[src/hw/rtl/lhp_pkg.sv]
`default_nettype none
// ----------------------------------------------------------------------------
// lhp_pkg: shared types and constants of the latency histogram
// Item field widths, action and result-select codes, divider sizing and the
// command/status bundles between the controller and the datapath.
// ----------------------------------------------------------------------------
package lhp_pkg;

  // Item field widths
  localparam int ACT_W   = 2;
  localparam int TS_W    = 64;
  localparam int PCT_W   = 7;
  localparam int VALUE_W = 55;

  // Action codes
  localparam logic [ACT_W-1:0] ACT_ADD   = 2'd0;
  localparam logic [ACT_W-1:0] ACT_QUERY = 2'd1;
  localparam logic [ACT_W-1:0] ACT_CLEAR = 2'd2;

  // Percent handling: clamp and half-up rounding term
  localparam logic [PCT_W-1:0] PCT_MAX = 7'd100;
  localparam int ROUND_HALF = 50;

  // Divisors of the elapsed time and of the scaled total
  localparam logic [9:0] DVS_US  = 10'd1000;
  localparam logic [9:0] DVS_PCT = 10'd100;

  // Shared constant divider: dividend width, digit width and count, and the
  // power-of-two and odd factors of each divisor (1000 = 8 * 125, 100 = 4 * 25)
  localparam int DIV_W      = 72;
  localparam int DIG_W      = 18;
  localparam int DIV_DIGITS = DIV_W / DIG_W;
  localparam int DIV_CNT_W  = $clog2(2 * DIV_DIGITS + 1);
  localparam int REM_W      = 7;
  localparam int SH_US      = 3;
  localparam int SH_PCT     = 2;
  localparam logic [REM_W-1:0] ODD_US  = 7'd125;
  localparam logic [REM_W-1:0] ODD_PCT = 7'd25;

  // Reciprocals: ceil(2^RECIP_K / odd factor), exact for every partial dividend
  localparam int RECIP_K = 32;
  localparam int RECIP_W = 28;
  localparam logic [RECIP_W-1:0] RECIP_US  = 28'd34359739;
  localparam logic [RECIP_W-1:0] RECIP_PCT = 28'd171798692;

  // Result select codes
  localparam logic [1:0] RES_ZERO = 2'd0;
  localparam logic [1:0] RES_US   = 2'd1;
  localparam logic [1:0] RES_WALK = 2'd2;

  // Controller to datapath
  typedef struct packed {
    logic       load_item;
    logic       sweep_wr;
    logic       div_start;
    logic       div_pct;
    logic       cap_prod;
    logic       cap_us;
    logic       cap_target;
    logic       min_upd;
    logic       rd_en;
    logic       rd_walk;
    logic       bin_inc;
    logic       walk_step;
    logic       load_out;
    logic [1:0] res_sel;
  } lhp_cmd_t;

  // Datapath to controller
  typedef struct packed {
    logic [ACT_W-1:0] action;
    logic             neg;
    logic             no_sample;
    logic             div_done;
    logic             us_in_range;
    logic             walk_go;
    logic             sweep_last;
    logic             out_free;
  } lhp_sts_t;

endpackage
`default_nettype wire

[src/hw/rtl/lhp_ctrl.sv]
`default_nettype none
// ----------------------------------------------------------------------------
// lhp_ctrl: sequencing state machine
// Runs the clear sweep, add read-modify-write, percentile walk and result
// handoff by issuing commands to the datapath.
// ----------------------------------------------------------------------------
module lhp_ctrl import lhp_pkg::*; (
  input  logic     clk,
  input  logic     rst,
  input  logic     req_valid,
  output logic     req_ready,
  input  lhp_sts_t sts,
  output lhp_cmd_t cmd
);

  localparam logic [3:0] ST_CLEAR    = 4'd0;
  localparam logic [3:0] ST_IDLE     = 4'd1;
  localparam logic [3:0] ST_DISPATCH = 4'd2;
  localparam logic [3:0] ST_QSTART   = 4'd3;
  localparam logic [3:0] ST_DIV      = 4'd4;
  localparam logic [3:0] ST_ADD_UPD  = 4'd5;
  localparam logic [3:0] ST_ADD_WR   = 4'd6;
  localparam logic [3:0] ST_WALK_CHK = 4'd7;
  localparam logic [3:0] ST_WALK_ACC = 4'd8;
  localparam logic [3:0] ST_RESULT   = 4'd9;

  logic [3:0] state;
  logic [3:0] state_next;
  logic [1:0] res;
  logic [1:0] res_next;
  logic       clr_item;
  logic       clr_item_next;

  assign req_ready = (state == ST_IDLE);

  // Next state and commands
  always_comb begin
    state_next    = state;
    res_next      = res;
    clr_item_next = clr_item;
    cmd           = '0;
    cmd.res_sel   = res;
    cmd.load_item = req_valid && req_ready;
    case (state)
      ST_CLEAR: begin
        cmd.sweep_wr = 1'b1;
        if (sts.sweep_last) begin
          clr_item_next = 1'b0;
          res_next      = RES_ZERO;
          state_next    = clr_item ? ST_RESULT : ST_IDLE;
        end
      end
      ST_IDLE: begin
        if (req_valid) begin
          state_next = ST_DISPATCH;
        end
      end
      ST_DISPATCH: begin
        case (sts.action)
          ACT_ADD: begin
            if (sts.neg) begin
              res_next   = RES_ZERO;
              state_next = ST_RESULT;
            end else begin
              cmd.div_start = 1'b1;
              state_next    = ST_DIV;
            end
          end
          ACT_QUERY: begin
            if (sts.no_sample) begin
              res_next   = RES_ZERO;
              state_next = ST_RESULT;
            end else begin
              cmd.cap_prod = 1'b1;
              state_next   = ST_QSTART;
            end
          end
          ACT_CLEAR: begin
            clr_item_next = 1'b1;
            state_next    = ST_CLEAR;
          end
          default: begin
            res_next   = RES_ZERO;
            state_next = ST_RESULT;
          end
        endcase
      end
      ST_QSTART: begin
        cmd.div_start = 1'b1;
        cmd.div_pct   = 1'b1;
        state_next    = ST_DIV;
      end
      ST_DIV: begin
        if (sts.div_done) begin
          if (sts.action == ACT_ADD) begin
            cmd.cap_us = 1'b1;
            state_next = ST_ADD_UPD;
          end else begin
            cmd.cap_target = 1'b1;
            state_next     = ST_WALK_CHK;
          end
        end
      end
      ST_ADD_UPD: begin
        cmd.min_upd = 1'b1;
        if (sts.us_in_range) begin
          cmd.rd_en  = 1'b1;
          state_next = ST_ADD_WR;
        end else begin
          res_next   = RES_US;
          state_next = ST_RESULT;
        end
      end
      ST_ADD_WR: begin
        cmd.bin_inc = 1'b1;
        res_next    = RES_US;
        state_next  = ST_RESULT;
      end
      ST_WALK_CHK: begin
        if (sts.walk_go) begin
          cmd.rd_en   = 1'b1;
          cmd.rd_walk = 1'b1;
          state_next  = ST_WALK_ACC;
        end else begin
          res_next   = RES_WALK;
          state_next = ST_RESULT;
        end
      end
      ST_WALK_ACC: begin
        cmd.walk_step = 1'b1;
        state_next    = ST_WALK_CHK;
      end
      ST_RESULT: begin
        if (sts.out_free) begin
          cmd.load_out = 1'b1;
          state_next   = ST_IDLE;
        end
      end
      default: begin
        state_next = ST_IDLE;
      end
    endcase
  end

  // Reset starts the clearing sweep
  always_ff @(posedge clk) begin
    if (rst) begin
      state    <= ST_CLEAR;
      res      <= RES_ZERO;
      clr_item <= 1'b0;
    end else begin
      state    <= state_next;
      res      <= res_next;
      clr_item <= clr_item_next;
    end
  end

endmodule
`default_nettype wire

[config.mk]
export PLATFORM = sky130hd
export DESIGN_NAME = lhp_ctrl
export DESIGN_NICKNAME = d
export VERILOG_FILES = /design/src/hw/rtl/lhp_pkg.sv /design/src/hw/rtl/lhp_ctrl.sv
export SDC_FILE = /design/constraint.sdc
export NUM_CORES = 1
export LEC_CHECK = 0
export ABC_AREA = 1
export BUFFER_PORTS_ARGS = -buffer_cell sky130_fd_sc_hd__buf_2
export CAP_MARGIN = 5
export CORE_MARGIN = 5
export CORE_UTILIZATION = 35
export CTS_CLUSTER_DIAMETER = 150
export DETAILED_ROUTE_END_ITERATION = 8
export PLACE_DENSITY = 0.73
export SLEW_MARGIN = 20
export SYNTH_ARGS = -nofsm -noshare
export SYNTH_HDL_FRONTEND = slang
export SYNTH_SLANG_ARGS = --single-unit
[constraint.sdc]
create_clock -name clk -period 1.1 [get_ports clk]
set_input_delay 0.33 -clock clk [delete_from_list [all_inputs] [get_ports clk]]
set_output_delay 0.33 -clock clk [all_outputs]
set_load 0.05 [all_outputs]
==> impl_metrics.env <==
export IMPL_yosysMostFrequentCell="nor2_1"
export IMPL_clk_pin_slew_ns=0.06
export IMPL_seqCellArea_um2=155.1
export IMPL_ys_types=16
export IMPL_worst_slack_ns=-0.6520
export IMPL_vias=1275
export IMPL_vias_per_cell=5.743
export IMPL_r2r_end="res[0]$_SDFFE_PP0P_"
export IMPL_fp_dieArea_mm2=0.002865
export IMPL_worstPathRequired_ns=0.77
export IMPL_crit_arrival_ns=1.42
export IMPL_dp_hpwl_um=2052
export IMPL_slew_headroom_pct=79.13
export IMPL_core_area_mm2=0.001764
export IMPL_drv_slew=0
export IMPL_io_buffers=27
export IMPL_die_x_um=53.53
export IMPL_setup_viol=21
export IMPL_cp_slowest_stage_delay_ns=0.40
export IMPL_outcome="finished, violations left"
export IMPL_crit_fanout=3
export IMPL_ios=28
export IMPL_diodes=0
export IMPL_critPathLaunchType="flip-flop"
export IMPL_grt_ovfl_total=0
export IMPL_clockBufferDepth=2
export IMPL_hold_start="rst"
export IMPL_cp_buffers_inverters=1
export IMPL_nets=210
export IMPL_p_per_area_mw_per_mm2=1632
export IMPL_synth_nets=135
export IMPL_slowest_stage="dfxtp_4"
export IMPL_reg2reg_depth=9
export IMPL_cts_buffers=3
export IMPL_total_power_uw=2700
export IMPL_synth_mux_area_share_pct=0
export IMPL_final_hold_viol_count=0
export IMPL_r2r_start="state[0]$_SDFFE_PP0P_"
export IMPL_num_rows=15
export IMPL_grt_pass1_wl_um=4871
export IMPL_drtAntennaViolNets=0
export IMPL_cpMostUsedCell="nand2_2"
export IMPL_detailed_place_area_mm2=0.001169
export IMPL_synth_top_family_by_area="simple AND/OR/NAND/NOR gates"
export IMPL_tritoncts="done"
export IMPL_grt_usage_pct=23.80
export IMPL_cp_cell_sequence="nand2_2 -> nor3_4 -> nand2_2 -> nor2_4 -> buf_6"
export IMPL_clock_latency_ns=0.27
export IMPL_vdd_drop_max_v=0.001609
export IMPL_synth_edff_count=0
export IMPL_fin_tns_setup_ns=-11.08
export IMPL_min_path_type="input port to flip-flop"
export IMPL_fillers=64
export IMPL_antenna_found_initial=0
export IMPL_whs_path_depth=2
export IMPL_drc=0
export IMPL_netlist_area_um2=663.1
export IMPL_firstDrtPassIters=4
export IMPL_pre_cts_slack_ns=-0.4248
export IMPL_synth_area_leaders="dfxtp_1 (21%), nor2_1 (15%), nand2_1 (14%), inv_1 (12%), nand3_1 (9.1%)"
export IMPL_period_needed_ns=1.752
export IMPL_synth_compound_area_share_pct=7.736
export IMPL_first_iter_violations=80
export IMPL_routabilityCongestion=0.8589
export IMPL_synth_cells=123
export IMPL_postCtsHoldBufs=0
export IMPL_synth_top_area_share_pct=21.13
export IMPL_die_h_um=53.53
export IMPL_synth_xor_area_share_pct=0
export IMPL_ys_ff_latch=7
export IMPL_avgRoutedWirePerCell_um=20.74
export IMPL_synth_fa_ha_area_share_pct=0
export IMPL_ys_top_cells_by_count="nor2_1 (27), nand2_1 (25), inv_1 (22)"
export IMPL_cap_violations=0
export IMPL_worstSetupPathType="flip-flop to output pin"
export IMPL_final_area_mm2=0.001654
export IMPL_area_delta_synth_final_pct=149.4
export IMPL_htreeDepth=1
export IMPL_ys_flop_type="dfxtp_1"
export IMPL_worstSetupEndpointType="output pin"
export IMPL_multi_input_area_um2=703.2
export IMPL_synth_largest_area_cell="dfxtp_1"
export IMPL_start_util_pct=37.59
export IMPL_fin_skew_ns=0.01320
export IMPL_clock_sinks=7
export IMPL_synth_simple_area_share_pct=58.11
export IMPL_root_buffer="clkbuf_4"
export IMPL_synth_seq_area_share_pct=21.13
export IMPL_layout_drive_gt1_share_pct=69.54
export IMPL_syn_area_per_cell_um2=5.391
export IMPL_synth_async_reset_ratio_pct=0
export IMPL_post_route_period_util_pct=159.3
export IMPL_routed_wl_um=4605
export IMPL_rsz0062_at_grt="true"
export IMPL_max_freq_ghz=0.5708
export IMPL_yosysWarnings=0
export IMPL_grt_max_degree=6
export IMPL_min_to="state[3]$_SDFFE_PP0P_"
export IMPL_hold_ws_ns=0.3046
export IMPL_cp_top_family="simple AND/OR/NAND/NOR gates"
export IMPL_worst_slew_pin_slew_ns=0.3098
export IMPL_violations="negative setup slack"
export IMPL_grt_pass1_vias=1150
export IMPL_rrSetupSlack_ns=-0.50
export IMPL_p_leak_uw=0.0007862
[per-stage QoR]
stage	utilization, %	std cells
2_1_floorplan	-	123
3_3_place_gp	66.24	205
3_5_place_dp	66.24	205
4_1_cts	81.91	216
5_1_grt	93.76	222
6_report	93.76	222
[metal layers]
metal  routed length, um  track usage, %  vias to the layer above
li1                    -               -                      526
met1                1585           24.20                      587
met2                2222           46.53                      127
met3                 511           3.662                       35
met4                 285           10.64                        0
met5                   0               0                        -
[how the worst max path moves through the flow]
stage	start	endpoint	slack, ns	cells past startpoint
6_report	state[2]$_SDFFE_PP0P_	cmd[8]	-0.65	5
5_1_grt	state[2]$_SDFFE_PP0P_	cmd[8]	-0.67	5
4_1_cts	state[3]$_SDFFE_PP0P_	cmd[12]	-0.54	7
3_5_place_dp	sts[7]	cmd[12]	-0.42	7
3_3_place_gp	state[2]$_SDFFE_PP0P_	cmd[8]	-0.38	5
2_1_floorplan	state[2]$_SDFFE_PP0P_	cmd[14]	-0.43	5
[layout make-up]
cell class | count | area share [%]
clock buffers | 4 | 1.588
inverters | 23 | 6.808
multi-input cells | 93 | 42.51
flip-flops and latches | 7 | 9.380
well taps | 25 | 1.891
repair buffers | 70 | 37.82
[kinds of logic (layout without fill, tap and decap cells)]
| logic type | count (synthesis) | in the layout |
|---|---|---|
| simple gates | 84 | 84 |
| buf+inv | 23 | 97 |
| compound gates | 9 | 9 |
| flops | 7 | 7 |
[power by group]
group | internal [uW] | switching [uW] | total [uW]
logic | 847 | 1190 | 2040
registers | 324 | 86.9 | 411
clock network | 140 | 111 | 250
[layout by cell type, fill, tap and decap left out, types with 5 or more instances in the layout]
cell and count:
buf_2 11, buf_4 32, buf_6 20, buf_8 7
clkinvlp_4 5, inv_1 13, nand2_1 15, nand2_2 9
nand2_4 5, nand3_1 8, nor2_1 14, nor2_2 5
nor2_4 17
[registers in the layout, indices dropped and copies added (netlist names)]
| signal | cells |
|---|---|
| state | 4 |
| clr_item | 1 |
| res | 2 |
[what timing repair did]
action                                  CTS  global route
pin swaps                                 5            20
setup buffers                             7             6
endpoints found under the setup margin   23            22
gates resized for setup                  58            44
Power figures use the tool's default switching activity.
